$ cat config.mk
export PLATFORM = sky130hd
export DESIGN_NAME = hex_command_line_parser
export DESIGN_NICKNAME = d
export VERILOG_FILES = /design/src/hcp_pkg.sv /design/src/hcp_front.sv /design/src/hcp_queue.sv /design/src/hcp_back.sv /design/src/hex_command_line_parser.sv
export VERILOG_INCLUDE_DIRS = /design/src /design/src/src
export SDC_FILE = /design/constraint.sdc
export NUM_CORES = 1
export LEC_CHECK = 0
export BUFFER_PORTS_ARGS = -buffer_cell sky130_fd_sc_hd__buf_2
export CORE_MARGIN = 2
export CORE_UTILIZATION = 50
export DETAILED_ROUTE_END_ITERATION = 7
export PLACE_DENSITY = 0.74
export SLEW_MARGIN = 5
export SYNTH_ARGS = -nofsm -noshare
export SYNTH_HDL_FRONTEND = slang
export SYNTH_SLANG_ARGS = --single-unit
$ cat constraint.sdc
create_clock -name clk -period 3 [get_ports clk]
set_clock_uncertainty 0.1 [all_clocks]
set_input_delay 0.6 -clock clk [delete_from_list [all_inputs] [get_ports clk]]
set_output_delay 0.6 -clock clk [all_outputs]
set_load 0.01 [all_outputs]
$ cat src/assert_macros.svh
// Assertion macros shared by the parser modules.
`ifndef ASSERT_MACROS_SVH
`define ASSERT_MACROS_SVH

// Checks that an expression holds at every clock edge outside reset.
`define ASSERT_ALWAYS(label, expr, msg) \
    label: assert property (@(posedge clk) disable iff (!rst_n) (expr)) else $error(msg);

// Checks that a condition implies a consequence in the same cycle.
`define ASSERT_IMPLIES(label, ante, cons, msg) \
    label: assert property (@(posedge clk) disable iff (!rst_n) (ante) |-> (cons)) \
        else $error(msg);

// Checks that a condition implies a consequence in the next cycle.
`define ASSERT_NEXT(label, ante, cons, msg) \
    label: assert property (@(posedge clk) disable iff (!rst_n) (ante) |=> (cons)) \
        else $error(msg);

`endif

$ cat src/hcp_pkg.sv
// Package with the shared types, constants and functions of the hex command parser.
`timescale 1ns / 1ps

package hcp_pkg;

    localparam int KEPT_NYBBLES = 7;
    localparam int QUEUE_DEPTH  = 2;
    localparam int QUEUE_PTR_W  = 1;
    localparam int QUEUE_CNT_W  = QUEUE_PTR_W + 1;

    localparam logic [7:0] TERMINATOR_RESET = 8'd10;
    localparam logic [3:0] SOLID_CODE_RESET = 4'd0;

    typedef enum logic [0:0] {
        CFG_TERMINATOR = 1'b0,
        CFG_SOLID_CODE = 1'b1
    } cfg_index_t;

    typedef enum logic [0:0] {
        TOK_DIGIT = 1'b0,
        TOK_TERM  = 1'b1
    } tok_kind_t;

    typedef struct packed {
        tok_kind_t  kind;
        logic [3:0] nybble;
    } token_t;

    typedef struct packed {
        logic [7:0] terminator;
        logic [3:0] solid_code;
    } cfg_t;

    typedef struct packed {
        logic is_hex;
        logic [3:0] nybble;
    } hex_t;

    function automatic hex_t decode_hex(input logic [7:0] b);
        hex_t r;
        r.is_hex = 1'b0;
        r.nybble = 4'd0;
        if (b >= 8'h30 && b <= 8'h39)
        begin
            r.is_hex = 1'b1;
            r.nybble = 4'(b - 8'h30);
        end
        else if (b >= 8'h61 && b <= 8'h66)
        begin
            r.is_hex = 1'b1;
            r.nybble = 4'(b - 8'h57);
        end
        else if (b >= 8'h41 && b <= 8'h46)
        begin
            r.is_hex = 1'b1;
            r.nybble = 4'(b - 8'h37);
        end
        return r;
    endfunction

endpackage

$ cat src/hcp_front.sv
// Front end: accepts received bytes and turns them into digit and terminator tokens.
`timescale 1ns / 1ps

module hcp_front
    import hcp_pkg::*;
(
    input  logic [7:0] rx_byte,
    input  logic       in_valid,
    output logic       in_ready,
    input  logic [7:0] terminator,
    input  logic       q_full,
    output logic       push,
    output token_t     push_token
);

    hex_t hex;
    logic is_term;

    assign hex     = decode_hex(rx_byte);
    assign is_term = (rx_byte == terminator);

    assign in_ready = !q_full;

    // Bytes that are neither terminator nor hex digit are dropped here.
    assign push = in_valid && !q_full && (is_term || hex.is_hex);

    always_comb
    begin
        push_token.kind   = is_term ? TOK_TERM : TOK_DIGIT;
        push_token.nybble = hex.nybble;
    end

endmodule

$ cat src/hcp_queue.sv
// Two-entry token queue between the front end and the line assembler.
`timescale 1ns / 1ps
`include "assert_macros.svh"

module hcp_queue
    import hcp_pkg::*;
(
    input  logic   clk,
    input  logic   rst_n,
    input  logic   push,
    input  token_t push_token,
    output logic   full,
    input  logic   pop,
    output logic   head_valid,
    output token_t head_token
);

    token_t                 ent_reg [QUEUE_DEPTH];
    logic [QUEUE_PTR_W-1:0] wr_ptr_reg, wr_ptr_next;
    logic [QUEUE_PTR_W-1:0] rd_ptr_reg, rd_ptr_next;
    logic [QUEUE_CNT_W-1:0] count_reg, count_next;

    assign full       = (count_reg == QUEUE_CNT_W'(QUEUE_DEPTH));
    assign head_valid = (count_reg != '0);
    assign head_token = ent_reg[rd_ptr_reg];

    always_comb
    begin
        wr_ptr_next = push ? wr_ptr_reg + 1'b1 : wr_ptr_reg;
        rd_ptr_next = pop ? rd_ptr_reg + 1'b1 : rd_ptr_reg;
        count_next  = count_reg;
        if (push && !pop)
        begin
            count_next = count_reg + 1'b1;
        end
        else if (pop && !push)
        begin
            count_next = count_reg - 1'b1;
        end
    end

    always_ff @(posedge clk or negedge rst_n)
    begin
        if (!rst_n)
        begin
            wr_ptr_reg <= '0;
            rd_ptr_reg <= '0;
            count_reg  <= '0;
        end
        else
        begin
            wr_ptr_reg <= wr_ptr_next;
            rd_ptr_reg <= rd_ptr_next;
            count_reg  <= count_next;
        end
    end

    always_ff @(posedge clk)
    begin
        if (push)
        begin
            ent_reg[wr_ptr_reg] <= push_token;
        end
    end

    `ASSERT_IMPLIES(a_no_push_full, push, !full, "token pushed into a full queue")
    `ASSERT_IMPLIES(a_no_pop_empty, pop, head_valid, "token popped from an empty queue")
    `ASSERT_ALWAYS(a_count_range, count_reg <= QUEUE_CNT_W'(QUEUE_DEPTH), "queue count overflow")

endmodule

$ cat src/hcp_back.sv
// Back end: assembles the line from tokens and registers the finished command item.
`timescale 1ns / 1ps
`include "assert_macros.svh"

module hcp_back
    import hcp_pkg::*;
#(
    parameter int LINE_DEPTH = 32
)
(
    input  logic       clk,
    input  logic       rst_n,
    input  logic [3:0] solid_code,
    input  logic       head_valid,
    input  token_t     head_token,
    output logic       pop,
    output logic       out_valid,
    input  logic       out_ready,
    output logic [3:0] command_type,
    output logic [5:0] line_length,
    output logic       color_valid,
    output logic [7:0] red_level,
    output logic [7:0] green_level,
    output logic [7:0] blue_level
);

    logic [5:0] count_reg, count_next;
    logic [3:0] nyb_reg [KEPT_NYBBLES];
    logic       out_valid_reg, out_valid_next;
    logic [3:0] type_reg;
    logic [5:0] len_reg;
    logic       color_reg;
    logic [7:0] red_reg, green_reg, blue_reg;
    logic       slot_free;
    logic       is_term;
    logic       emit;
    logic       store_nyb;
    logic       color_ok;
    logic       color_shown;

    assign slot_free = !out_valid_reg || out_ready;
    assign is_term   = (head_token.kind == TOK_TERM);
    assign pop       = head_valid && (!is_term || slot_free);
    assign emit      = pop && is_term && (count_reg != '0);
    assign store_nyb = pop && !is_term && (count_reg < 6'(KEPT_NYBBLES));
    assign color_ok  = (nyb_reg[0] == solid_code) && (count_reg >= 6'(KEPT_NYBBLES));

    always_comb
    begin
        count_next = count_reg;
        if (pop)
        begin
            if (is_term || count_reg == 6'(LINE_DEPTH))
            begin
                count_next = '0;
            end
            else
            begin
                count_next = count_reg + 6'd1;
            end
        end
        out_valid_next = out_valid_reg;
        if (emit)
        begin
            out_valid_next = 1'b1;
        end
        else if (out_ready)
        begin
            out_valid_next = 1'b0;
        end
    end

    always_ff @(posedge clk or negedge rst_n)
    begin
        if (!rst_n)
        begin
            count_reg     <= '0;
            out_valid_reg <= 1'b0;
        end
        else
        begin
            count_reg     <= count_next;
            out_valid_reg <= out_valid_next;
        end
    end

    always_ff @(posedge clk)
    begin
        if (store_nyb)
        begin
            nyb_reg[count_reg[2:0]] <= head_token.nybble;
        end
        if (emit)
        begin
            type_reg  <= nyb_reg[0];
            len_reg   <= count_reg;
            color_reg <= color_ok;
            red_reg   <= color_ok ? {nyb_reg[1], nyb_reg[2]} : 8'd0;
            green_reg <= color_ok ? {nyb_reg[3], nyb_reg[4]} : 8'd0;
            blue_reg  <= color_ok ? {nyb_reg[5], nyb_reg[6]} : 8'd0;
        end
    end

    assign out_valid    = out_valid_reg;
    assign command_type = type_reg;
    assign line_length  = len_reg;
    assign color_valid  = color_reg;
    assign red_level    = red_reg;
    assign green_level  = green_reg;
    assign blue_level   = blue_reg;

    assign color_shown = out_valid_reg && color_reg;

    `ASSERT_ALWAYS(a_count_bound, count_reg <= 6'(LINE_DEPTH), "digit count past line depth")
    `ASSERT_IMPLIES(a_color_len, color_shown, len_reg >= 6'(KEPT_NYBBLES), "short color line")
    `ASSERT_NEXT(a_emit_shows, emit, out_valid_reg && len_reg != '0, "emitted item not shown")

endmodule

$ cat src/hex_command_line_parser.sv
// Top level of the hex command line parser with its configuration registers.
//
//  Channel   Signals                                   Moves
//  input     in_valid, in_ready, rx_byte               one received byte per item
//  output    out_valid, out_ready, command fields      at most one command item per line
//  config    cfg_we, cfg_index, cfg_data               register writes, no read-back
//
// One byte is accepted per cycle while the two-entry token queue has room.
// With the output free, a command item is registered when its terminator is popped from the queue head.
// Reset sets the terminator to line feed, the solid color code to zero and the count to zero.
// Only a terminator at the queue head waits for a held output; the tokens behind it fill
// the queue, and then in_ready drops until the output item is taken.

`timescale 1ns / 1ps

module hex_command_line_parser
    import hcp_pkg::*;
#(
    parameter int LINE_DEPTH = 32
)
(
    input  logic       clk,
    input  logic       rst_n,
    input  logic       cfg_we,
    input  logic [0:0] cfg_index,
    input  logic [7:0] cfg_data,
    input  logic       in_valid,
    output logic       in_ready,
    input  logic [7:0] rx_byte,
    output logic       out_valid,
    input  logic       out_ready,
    output logic [3:0] command_type,
    output logic [5:0] line_length,
    output logic       color_valid,
    output logic [7:0] red_level,
    output logic [7:0] green_level,
    output logic [7:0] blue_level
);

    cfg_t   cfg_reg, cfg_next;
    logic   q_full;
    logic   push;
    token_t push_token;
    logic   pop;
    logic   head_valid;
    token_t head_token;

    always_comb
    begin
        cfg_next = cfg_reg;
        if (cfg_we)
        begin
            unique case (cfg_index_t'(cfg_index))
                CFG_TERMINATOR: cfg_next.terminator = cfg_data;
                CFG_SOLID_CODE: cfg_next.solid_code = cfg_data[3:0];
                default:        cfg_next = cfg_reg;
            endcase
        end
    end

    always_ff @(posedge clk or negedge rst_n)
    begin
        if (!rst_n)
        begin
            cfg_reg.terminator <= TERMINATOR_RESET;
            cfg_reg.solid_code <= SOLID_CODE_RESET;
        end
        else
        begin
            cfg_reg <= cfg_next;
        end
    end

    hcp_front u_front (
        .rx_byte    (rx_byte),
        .in_valid   (in_valid),
        .in_ready   (in_ready),
        .terminator (cfg_reg.terminator),
        .q_full     (q_full),
        .push       (push),
        .push_token (push_token)
    );

    hcp_queue u_queue (
        .clk        (clk),
        .rst_n      (rst_n),
        .push       (push),
        .push_token (push_token),
        .full       (q_full),
        .pop        (pop),
        .head_valid (head_valid),
        .head_token (head_token)
    );

    hcp_back #(
        .LINE_DEPTH (LINE_DEPTH)
    ) u_back (
        .clk          (clk),
        .rst_n        (rst_n),
        .solid_code   (cfg_reg.solid_code),
        .head_valid   (head_valid),
        .head_token   (head_token),
        .pop          (pop),
        .out_valid    (out_valid),
        .out_ready    (out_ready),
        .command_type (command_type),
        .line_length  (line_length),
        .color_valid  (color_valid),
        .red_level    (red_level),
        .green_level  (green_level),
        .blue_level   (blue_level)
    );

endmodule

==> metrics.md, run 1 <==
| Metric | Value |
|---|---|
| Vias in the first global route | approximately 1900 |
| Die height | ~90 um |
| Nets | 337 |
| Synth Cell Area | 3832 um^2 |
| Clock Tree Root | clkbuf_8 |
| GR Overflow Total | 0 |
| Post-synth EDFFs | 73 |
| Clock period minus worst slack | 2.315 ns |
| Leakage | 1.702 nW |
| Worst path slowest cell | a2111oi_4 |
| CP max FO | 6 |
| Max H-tree Level | 3 |
| Routed wire length per instance | 13.79 um |
| CTS resizes | 0 |
| FFs w/ async S/R, synth | 23.96% |
| DRC | 0 |
| Std cell rows | 31 |
| Most common flop cell mapped by yosys | edfxtp_1 |
| MaxCap Viol Count | 0 |
| Post-synth top cells | 73 x edfxtp_1, 25 x and2_1, 21 x dfrtp_1 |
| Slew of the pin with the lowest slew margin | approximately 1.2 ns |
| Antenna Nets Post-Route | 0 |
| Critical Path AT | 2.51 ns |
| Outcome | finished, final reports clean |
| Number of iterations in the first detailed-routing pass | 4 |
| Reg clk slew, reported paths | 0.09 ns |
| Initial DRC Count | 95 |
| Via count | ~2000 |
| Core ar. | 7331 um^2 |
| Vias per cell | ~4.9 |
| CP peak stage delay | about 0.48 ns |
| Share of cells above drive strength 1 | 32.59% |
| Clock latency on the worst-skew pair | 0.36 ns |
| Seq/Total Area, Yosys | 72.28% |
| Area leader, netlist | edfxtp_1 |
| Synth area leaders | edfxtp_1 57%, dfrtp_1 14%, mux2_2 5.0% |
| Worst endpoint required time | around 3.2 ns |
| Post-synth top area share | 57.20% |
| CP Buf/Inv Count | 2 |
| Syn-to-layout area delta | 16.06% |
| Type of origin of the critical path | input pin |
| Initial antenna violation count | 0 |
| Post-CTS Hold Fix Bufs | 0 |
| Synth Instances | 243 |
| Relative slew margins | between 20% and 30% |
| Gr usage total | 14.75% |
| CTS tree | built |
| GP Congestion | 0.8237 |
| ANT cells | 0 |
| Dominant cell by count in the synthesized netlist | edfxtp_1 |
| Final WL | 5680 um |
| Final worst path period share | 77.17% |
| Largest delay contributor family on the critical path | compound AO/OA/AOI/OAI gates |
| Ports | 59 |
| Mean post-synth cell area | ~16 um^2 |
| Final setup fails | 0 |
| Num CTS Buffers | 9 |
| First-pass GRT wire length | 9259 um |
| Port bufs | 58 |
| Cell mode on critical path | ha_1 |
| Num Clock Sinks | 96 |
| Worst setup EP type | flip-flop |
| Final hold vios | 0 |
| Yosys cell types | 36 |
| Starting density of the core | a little over half |
| Mapped Nets | 271 |
| Synth Warn # | 0 |
| HP Class | input pin to async pin |
| TNS Setup | 0 ns |
| Post-DP HPWL | a little over 4000 um |
| Max FFs per register | 28 |
| Power per cell area | 813.6 nW/um^2 |
| Largest net degree at the start of global routing | 26 |
| Post-CTS setup buffer count | 0 |
| Final Hold Slack | 0.1025 ns |
| Max Slew Vio Count | 0 |
| Critical path class | input pin to flip-flop |
| Peak Freq | 432.0 MHz |
| CP Cell Sequence | buf_2 > inv_1 > ha_1 > o21bai_4 > a2111oi_4 > o311a_2 > ha_1 > nor2_1 > xor2_1 |
| #FFs+latches synth | 96 |
| Worst vdd ir | 0.3238 mV |
| Die area | 8381 um^2 |
| RSZ-0062 raised after global routing | false |
| Chip width | 91.55 um |
| Max clock buf depth | 2 |
==> per-layer routing <==
| layer | global-route usage [%] | part of all wire, % | vias to the layer above |
|---|---|---|---|
| met2 | 23.04 | 47 | 76 |
| met3 | 4.481 | 6.7 | 15 |
| met1 | 18.92 | 44 | 921 |
| li1 | - | - | 1000 |
| met5 | 0 | 0 | - |
| met4 | 6.944 | 2.3 | 0 |
==> layout make-up <==
cell class	instances	area [um^2]
timing repair buffer	60	305.3
inverter	5	18.77
multi-input combinational	137	1035
sequential	96	2770
clock buffer	9	123.9
fill	553	2883
tap	99	123.9
clock inverter	6	71.32
==> cell families (layout without fill, tap and decap cells) <==
logic type               after synthesis  after routing  share of synthesized area (%)
multiplexers                          18             18                          5.387
buffers and inverters                 10             80                          1.012
AND/OR/NAND/NOR                       76             76                          10.35
flip-flops                            96             96                          72.28
adder cells (fa/ha/maj)                6              6                          1.959
XOR/XNOR                              21             21                          4.995
AO/OA/AOI/OAI                         16             16                          4.016
==> where the power goes <==
| group | switching, mW | internal, mW |
|---|---|---|
| logic | 0.505 | 0.329 |
| registers | 0.154 | 1.81 |
| clock network | 0.433 | 0.384 |
| total | 1.09 | 2.53 |
==> through the flow <==
step | power, mW | instances | instance area (um^2) | worst slack, ns | util [%]
global placement | 2.812 | 397 | 4253 | 0.3621 | 58.01
floorplan | 2.511 | 243 | 3836 | 0.6120 | -
detailed placement | 2.838 | 397 | 4253 | 0.3099 | 58.01
finish | 3.619 | 412 | 4448 | 0.6850 | 60.68
CTS | 3.640 | 412 | 4448 | 0.6822 | 60.68
global route | 3.810 | 412 | 4448 | 0.5446 | 60.68
==> cell usage in the layout, fill, tap and decap left out, drive strengths merged, types with 2 or more instances in the layout <==
cell type / n
ha: 6
nand3: 5
nand4: 5
inv: 5
buf: 60
nand2: 11
dfrtp: 21
clkinvlp: 2
nor2: 18
dfstp: 2
clkbuf: 9
clkinv: 3
mux2: 18
edfxtp: 73
nor3: 3
o21ai: 4
xor2: 8
nand2b: 2
and2: 25
nor2b: 4
xnor2: 13
a21oi: 3
a211oi: 2
==> final timing paths <==
kind	slack [ns]	depth (start not counted)	from	to
worst max-delay path	0.68	9	rx_byte[0]	u_queue.count_reg[1]
worst min-delay path	0.10	1	rst_n	cfg_reg[4]
worst max register to register	0.70	4	u_queue.rd_ptr_reg	u_back.nyb_reg[1][3]
worst min register to register	0.40	0	u_back.nyb_reg[0][3]	u_back.command_type[3]
max in group asynchronous	2.33	1	rst_n	cfg_reg[7]
min in group clk	0.36	2	cfg_data[6]	cfg_reg[10]
No activity file was read; power rests on OpenSTA's default activity.
==> run 2: changes to the inputs <==
--- a/config.mk
+++ b/config.mk
@@ -6,11 +6,12 @@
 export SDC_FILE = /design/constraint.sdc
 export NUM_CORES = 1
 export LEC_CHECK = 0
+export ABC_AREA = 1
 export BUFFER_PORTS_ARGS = -buffer_cell sky130_fd_sc_hd__buf_2
 export CORE_MARGIN = 2
-export CORE_UTILIZATION = 50
+export CORE_UTILIZATION = 51
 export DETAILED_ROUTE_END_ITERATION = 7
-export PLACE_DENSITY = 0.74
+export PLACE_DENSITY = 0.75
 export SLEW_MARGIN = 5
 export SYNTH_ARGS = -nofsm -noshare
 export SYNTH_HDL_FRONTEND = slang
==> constraint.sdc (replaced) <==
create_clock -name clk -period 2 [get_ports clk]
set_clock_uncertainty 0.1 [all_clocks]
set_input_delay 0.4 -clock clk [delete_from_list [all_inputs] [get_ports clk]]
set_output_delay 0.4 -clock clk [all_outputs]
set_load 0.01 [all_outputs]
==> run 2 against run 1 <==
Against the previous run: first-iteration DRC count grew 34%; total power grew 56%; clock power increased by 65%; core utilization up 2.1 points; die area grew 2.8%; final cell count increased by 32%; area after synthesis up 5.0%; sequential share of layout area fell by 4.8 points; critical path depth decreased by 3; flip-flop and latch count stayed put; sequential power up 46%; critical endpoint is now u_back.nyb_reg[2][3].
==> metrics.md, run 2 <==
| Metric | Value |
|---|---|
| Outcome | finished, final reports clean |
| Via count | 2504 (+24%) |
| Area leader, netlist | edfxtp_1 |
| MaxCap Viol Count | 0 (unchanged) |
| Largest net degree at the start of global routing | 31 (+19%) |
| Std cell rows | 32 (+3.2%) |
| Worst setup EP type | flip-flop |
| Most frequent cells in the layout | 74 x nand2_1, 73 x edfxtp_1, 58 x buf_2 |
| CP Cell Sequence | ha_1 > nand2_1 > nand3_2 > nor2_2 > nand2_1 > nor2_1 |
| Routed wire length per instance | 11.21 um (-19%) |
| Final Instance Area | 4822 um^2 (+8.4%) |
| CP startpoint | u_back.count_reg[0] |
| Critical path class | flip-flop to flip-flop |
| Mapped Nets | 379 (+40%) |
| Core ar. | 7687 um^2 (+4.9%) |
| Num CTS Buffers | 9 (unchanged) |
| Relative slew margins | 63.56% (+41 points) |
| Die height | 92.81 um (+1.4%) |
| Reg clk slew, reported paths | 0.09 ns (about the same) |
| GP Congestion | 0.9299 (+13%) |
| Worst R2R Start | u_back.count_reg[0] |
| Vias in the first global route | 2234 (+15%) |
| CP max FO | 4 (-2) |
| Antenna Nets Post-Route | 0 (unchanged) |
| Critical path depth | 6 (-3) |
| Largest delay contributor family on the critical path | simple AND/OR/NAND/NOR gates |
| Sw Ratio | 30.10% (-0.065 points) |
| Power per cell area | 1169 nW/um^2 (+44%) |
| Clock period minus worst slack | between 1.5 and 2 ns |
| Starting density of the core | 52.33% (about the same) |
| Clock latency on the worst-skew pair | 0.35 ns (about the same) |
| Worst reg-to-reg setup slack | 0.11 ns (-0.59 ns) |
| Initial DRC Count | 127 (+34%) |
| Gate power share | 25.1% (+2.1 points) |
| Max H-tree Level | 3 (unchanged) |
| Port bufs | 58 (unchanged) |
| HP Class | input pin to flip-flop |
| Post-synth top area share | 54.49% (-2.7 points) |
| Max FFs per register | 28 (unchanged) |
| Final worst path period share | between 90% and 100% |
| #FFs+latches synth | 96 (unchanged) |
| Switching Power | 1.697 mW (+55%) |
| Post-synth EDFFs | 73 (unchanged) |
| Min-Delay Path Depth | 2 |
| Number of iterations in the first detailed-routing pass | 4 (unchanged) |
| Type of origin of the critical path | flip-flop |
| Final Util | 62.73% (+2.1 points) |
| Nets | 463 (+37%) |
| Worst vdd ir | 0.6167 mV (+90%) |
| Most common flop cell mapped by yosys | edfxtp_1 |
| Worst endpoint required time | 1.92 ns (-1.27 ns) |
| Synth area leaders | edfxtp_1 54%, dfrtp_1 13%, nand2_1 7.2% |
| FFs w/ async S/R, synth | 23.96% (unchanged) |
| CP Buf/Inv Count | 0 (-2) |
| Initial antenna violation count | 0 (unchanged) |
| Worst reg2reg path endpoint | u_back.nyb_reg[2][3] |
| Die area | 8614 um^2 (+2.8%) |
| Clock Tree Root | clkbuf_8 |
| CTS tree | built |
| Placed inst area | 4588 um^2 (+7.9%) |
| Post-CTS setup buffer count | 0 (unchanged) |
| First-pass GRT wire length | 10150 um (+9.6%) |
| Gr usage total | 15.39% (+0.64 points) |
| Final setup fails | 0 (unchanged) |
| Max Slew Vio Count | 0 (unchanged) |
| Cell mode on critical path | nand2_1 |
| Peak Freq | between 500 and 600 MHz |
| Max clock buf depth | 2 (unchanged) |
| Post-DP HPWL | 4581 um (+12%) |
| Synth Cell Area | 4023 um^2 (+5.0%) |
| Num Clock Sinks | 96 (unchanged) |
| Share of cells above drive strength 1 | 30.23% (-2.4 points) |
| Vias per cell | 4.620 (-5.4%) |
| Synth Warn # | 0 (unchanged) |
| Commonest non-fill, non-tap cell in the layout | nand2_1 |
| Post-synth top cells | 77 x nand2_1, 73 x edfxtp_1, 57 x inv_1 |
| ANT cells | 0 (unchanged) |
| Syn-to-layout area delta | 19.88% |
| Synth Instances | 351 (+44%) |
| Critical Path AT | 1.81 ns (-0.70 ns) |
| Proportion of power drawn by flip-flops and latches | 51.0% (-3.4 points) |
| Mean post-synth cell area | 11.46 um^2 (-27%) |
| Depth of the most critical reg-to-reg path | 6 (+2) |
| Worst setup path end | u_back.nyb_reg[2][3] |
| Worst path slowest cell | dfrtp_1 |
| Clock share of power | 23.9% (+1.3 points) |
| P_int | 3.941 mW (+56%) |
| RSZ-0062 raised after global routing | true |
| Fill count | 612 (+11%) |
| DRC | 0 (unchanged) |
| Yosys cell types | 25 (-31%) |
| Slew of the pin with the lowest slew margin | 0.5465 ns (-0.6037 ns) |
| Final hold vios | 0 (unchanged) |
| Ports | 59 (unchanged) |
| Seq/Total Area, Yosys | 68.86% (-3.4 points) |
| Chip width | 92.81 um (+1.4%) |
| Dominant cell by count in the synthesized netlist | nand2_1 |
| Leakage | 2.233 nW (+31%) |
| GR Overflow Total | 0 (unchanged) |
| Final WL | 6078 um (+7.0%) |
| CP peak stage delay | 0.42 ns (-0.06 ns) |
==> run 2: worst reg2reg max path, cell delays in order, from the launching register on <==
cell and delay [ns]:
dfrtp_1 0.42, ha_1 0.24, nand2_1 0.11, nand3_2 0.13, nor2_2 0.14, nand2_1 0.11, nor2_1 0.31
==> run 2: layout make-up <==
cell class	instances	area [um^2]	share of cell area, %
repair buffers	78	467.9	9.704
inverters	60	231.5	4.800
clock inverters	7	93.84	1.946
clock buffers	9	123.9	2.569
flip-flops and latches	96	2770	57.45
multi-input cells	190	1007	20.89
well taps	102	127.6	2.647
==> run 2: how the worst min path moves through the flow <==
stage / slack [ns] / to / startpoint
detailed placement: 0.31 / cfg_reg[10] / rst_n
CTS: 0.16 / cfg_reg[8] / cfg_data[4]
floorplan: 0.004 / cfg_reg[0] / rst_n
global placement: 0.31 / cfg_reg[9] / rst_n
global route: 0.17 / cfg_reg[8] / cfg_data[4]
finish: 0.18 / cfg_reg[8] / cfg_data[4]
==> run 2: timing repair <==
item | CTS | global route
hold buffers | 1 | 0
resized for setup | 0 | 2
hold endpoints to repair | 21 | 0
endpoints found under the setup margin | 0 | 9
==> run 2: metrics by stage <==
step                      hold slack, ns  setup TNS [ns]  power (mW)  cells  worst slack [ns]
after floorplan                 0.004409               0       3.779    351           0.01027
after global placement            0.3101         -0.3109       4.295    525           -0.1331
after detailed placement          0.3142         -0.6989       4.343    525           -0.2037
after CTS                         0.1630               0       5.687    542            0.1086
after global routing              0.1713         -0.2802       5.962    542          -0.04099
final                             0.1842               0       5.638    542            0.1088
==> run 2: cell families (layout without fill, tap and decap cells) <==
logic type | after synthesis | count (layout) | share of synthesized area, %
adders and majority gates | 6 | 6 | 1.866
DFF | 96 | 96 | 68.86
and+or+nand+nor | 144 | 144 | 15.89
buffers and inverters | 65 | 154 | 6.874
muxes | 1 | 1 | 0.2799
AOI/OAI and AO/OA | 27 | 27 | 3.608
xor gates and xnor gates | 12 | 12 | 2.613
==> run 2: per-layer routing <==
| metal | vias to the layer above | GRT usage (%) | share of wire, % |
|---|---|---|---|
| met5 | - | 0 | 0 |
| met4 | 0 | 7.230 | 0.90 |
| met3 | 6 | 4.150 | 5.4 |
| met2 | 75 | 25.79 | 51 |
| met1 | 1132 | 18.53 | 43 |
| li1 | 1291 | - | - |
==> run 2: power by group through the flow <==
stage / combinational (mW) / clock (mW) / sequential, mW
final: 1.42 / 1.35 / 2.87
after global routing: 1.59 / 1.46 / 2.91
after CTS: 1.43 / 1.38 / 2.88
after detailed placement: 1.42 / 0 / 2.92
after global placement: 1.39 / 0 / 2.91
after floorplan: 0.779 / 0 / 3.00
==> run 3: changes to the inputs <==
--- a/config.mk
+++ b/config.mk
@@ -7,7 +7,7 @@
 export NUM_CORES = 1
 export LEC_CHECK = 0
 export ABC_AREA = 1
-export BUFFER_PORTS_ARGS = -buffer_cell sky130_fd_sc_hd__buf_2
+export BUFFER_PORTS_ARGS = -buffer_cell sky130_fd_sc_hd__buf_4
 export CORE_MARGIN = 2
 export CORE_UTILIZATION = 51
 export DETAILED_ROUTE_END_ITERATION = 7
==> run 3 against run 2 <==
Against the previous run: die area unchanged; total power down 1.6%; worst hold slack worse by 0.025 ns; critical path depth unchanged; count of clock-buffer cells in the layout unchanged; sequential power about the same; combinational power up 7%; non-clock buffer count down 2.
==> metrics.md, run 3 (synthesis gave the netlist of run 2 again) <==
| Metric | Value |
|---|---|
| Outcome | finished, final reports clean |
| Final setup fails | 0 (unchanged) |
| Clock Tree Root | clkbuf_8 |
| Ports | 59 (unchanged) |
| Max Slew Vio Count | 0 (unchanged) |
| Via count | 2485 (-0.76%) |
| Cell mode on critical path | nand2_1 |
| Peak Freq | 530.2 MHz (+0.27%) |
| ANT cells | 0 (unchanged) |
| Starting density of the core | 52.33% (unchanged) |
| Slew of the pin with the lowest slew margin | 0.4248 ns (-0.1217 ns) |
| Std cell rows | 32 (unchanged) |
| Largest net degree at the start of global routing | 36 (+16%) |
| Worst setup EP type | flip-flop |
| Proportion of power drawn by flip-flops and latches | 52.0% (+1.0 points) |
| RSZ-0062 raised after global routing | true |
| Gate power share | 27.4% (+2.3 points) |
| Vias in the first global route | 2339 (+4.7%) |
| Initial DRC Count | 94 (-26%) |
| Sw Ratio | 31.41% (+1.3 points) |
| GR Overflow Total | 0 (unchanged) |
| Final Instance Area | 4911 um^2 (+1.8%) |
| Clock period minus worst slack | 1.886 ns (-0.005084 ns) |
| Critical Path AT | 1.82 ns (about the same) |
| Num Clock Sinks | 96 (unchanged) |
| Final Hold Slack | 0.1589 ns (-0.02535 ns) |
| Max FFs per register | 28 (unchanged) |
| Post-DP HPWL | 4494 um (-1.9%) |
| GP Congestion | 0.9073 (-2.4%) |
| Initial antenna violation count | 0 (unchanged) |
| Reg clk slew, reported paths | 0.10 ns (about the same) |
| First-pass GRT wire length | 10280 um (+1.3%) |
| Type of origin of the critical path | flip-flop |
| CP Buf/Inv Count | 0 (unchanged) |
| CP peak stage delay | 0.42 ns (about the same) |
| Final Util | 63.88% (+1.2 points) |
| Worst endpoint required time | 1.93 ns (about the same) |
| Largest delay contributor family on the critical path | simple AND/OR/NAND/NOR gates |
| Total power draw | 5.549 mW (-1.6%) |
| DRC | 0 (unchanged) |
| Port bufs | 58 (unchanged) |
| Relative slew margins | 71.61% (+8.0 points) |
| Core ar. | 7687 um^2 (unchanged) |
| Max H-tree Level | 3 (unchanged) |
| Slack of the critical path | 0.1139 ns (+0.005084 ns) |
| Worst path slowest cell | dfrtp_1 |
| Vias per cell | 4.602 (-0.39%) |
| Power per cell area | 1130 nW/um^2 (-3.4%) |
| Leakage | 2.235 nW (about the same) |
| Final worst path period share | 94.31% (-0.25 points) |
| Most frequent cells in the layout | 74 x nand2_1, 73 x buf_4, 73 x edfxtp_1 |
| Critical path class | flip-flop to flip-flop |
| Routed wire length per instance | 11.29 um (+0.63%) |
| CP max FO | 4 (unchanged) |
| Number of iterations in the first detailed-routing pass | 4 (unchanged) |
| Chip width | 92.81 um (unchanged) |
| Placed inst area | 4718 um^2 (+2.8%) |
| Clock latency on the worst-skew pair | 0.37 ns (+0.02 ns) |
| Die area | 8614 um^2 (unchanged) |
| Commonest non-fill, non-tap cell in the layout | nand2_1 |
| Fill count | 594 (-2.9%) |
| Worst vdd ir | 0.5878 mV (-4.7%) |
| Area of the multi-input gates | 1003 um^2 (-0.37%) |
| Clock share of power | 20.6% (-3.3 points) |
| HP Class | input pin to flip-flop |
| Die height | 92.81 um (unchanged) |
| Final WL | 6094 um (+0.26%) |
| Pre-CTS WS | -0.1564 ns (+0.04728 ns) |
| CTS tree | built |
| MaxCap Viol Count | 0 (unchanged) |
| FF+latch area | 2770 um^2 (unchanged) |
| Nets | 461 (-0.43%) |
| Gr usage total | 15.63% (+0.24 points) |
| Final hold vios | 0 (unchanged) |
| Switching Power | 1.743 mW (+2.7%) |
| Syn-to-layout area delta | 22.08% |
| Max clock buf depth | 2 (unchanged) |
| Num CTS Buffers | 9 (unchanged) |
| Antenna Nets Post-Route | 0 (unchanged) |
| CP Cell Sequence | ha_1 > nand2_1 > nand3_2 > nor2_2 > nand2_1 > nor2_1 |
| P_int | 3.806 mW (-3.4%) |
| Share of cells above drive strength 1 | 30.14% (-0.090 points) |
[run 3: changes by cell type in the layout (fill, tap and decap cells not counted), moves of 2 or more]
cell / before / now
bufinv_16: 2 / 0
clkinvlp_4: 1 / 3
inv_8: 0 / 2
clkinv_1: 2 / 0
buf_4: 17 / 73
buf_2: 58 / 0
inv_6: 2 / 0
clkinv_2: 0 / 2
[run 3: power groups by stage]
stage / Sequential [mW] / Combinational (mW) / Clock [mW]
6_report: 2.88 / 1.52 / 1.15
2_1_floorplan: 3.00 / 0.779 / 0
3_3_place_gp: 2.92 / 1.50 / 0
5_1_grt: 2.93 / 1.69 / 1.25
4_1_cts: 2.89 / 1.54 / 1.16
3_5_place_dp: 2.93 / 1.53 / 0
[run 3: cell type report]
type | count | area share, %
sequential | 96 | 56.41
multi-input combinational | 190 | 20.43
timing repair buffer | 76 | 12.18
inverter | 60 | 4.713
tap | 102 | 2.599
clock buffer | 9 | 2.522
clock inverter | 7 | 1.146
[run 3: per-layer routing]
| metal | routed length [um] | global-route usage [%] | up-vias |
|---|---|---|---|
| met5 | 0 | 0 | - |
| met4 | 82 | 6.250 | 0 |
| met3 | 347 | 4.801 | 8 |
| met2 | 3118 | 26.81 | 71 |
| met1 | 2546 | 18.34 | 1115 |
| li1 | - | - | 1291 |
[run 3: per-stage QoR]
stage / instances / TNS (ns)
floorplan: 351 / 0
global placement: 523 / -0.3330
detailed placement: 523 / -0.6029
CTS: 540 / 0
global route: 540 / -0.3185
finish: 540 / 0
[run 3: timing repair]
item	4_1_cts	5_1_grt
buffers inserted	0	0
endpoints found under the hold margin	21	0
resized for setup	0	1
hold buffers	1	0
endpoints found under the setup margin	0	13
[run 3: worst paths after layout]
path,start,end,slack (ns),depth (start not counted)
worst max register to register,u_back.count_reg[0],u_back.nyb_reg[6][2],0.11,6
worst max-delay path,u_back.count_reg[0],u_back.nyb_reg[6][2],0.11,6
min in group asynchronous,rst_n,cfg_reg[11],0.36,2
worst min register to register,u_queue.count_reg[0],u_queue.count_reg[0],0.38,1
worst min-delay path,cfg_data[4],cfg_reg[8],0.16,2
max in group asynchronous,rst_n,cfg_reg[5],1.13,2
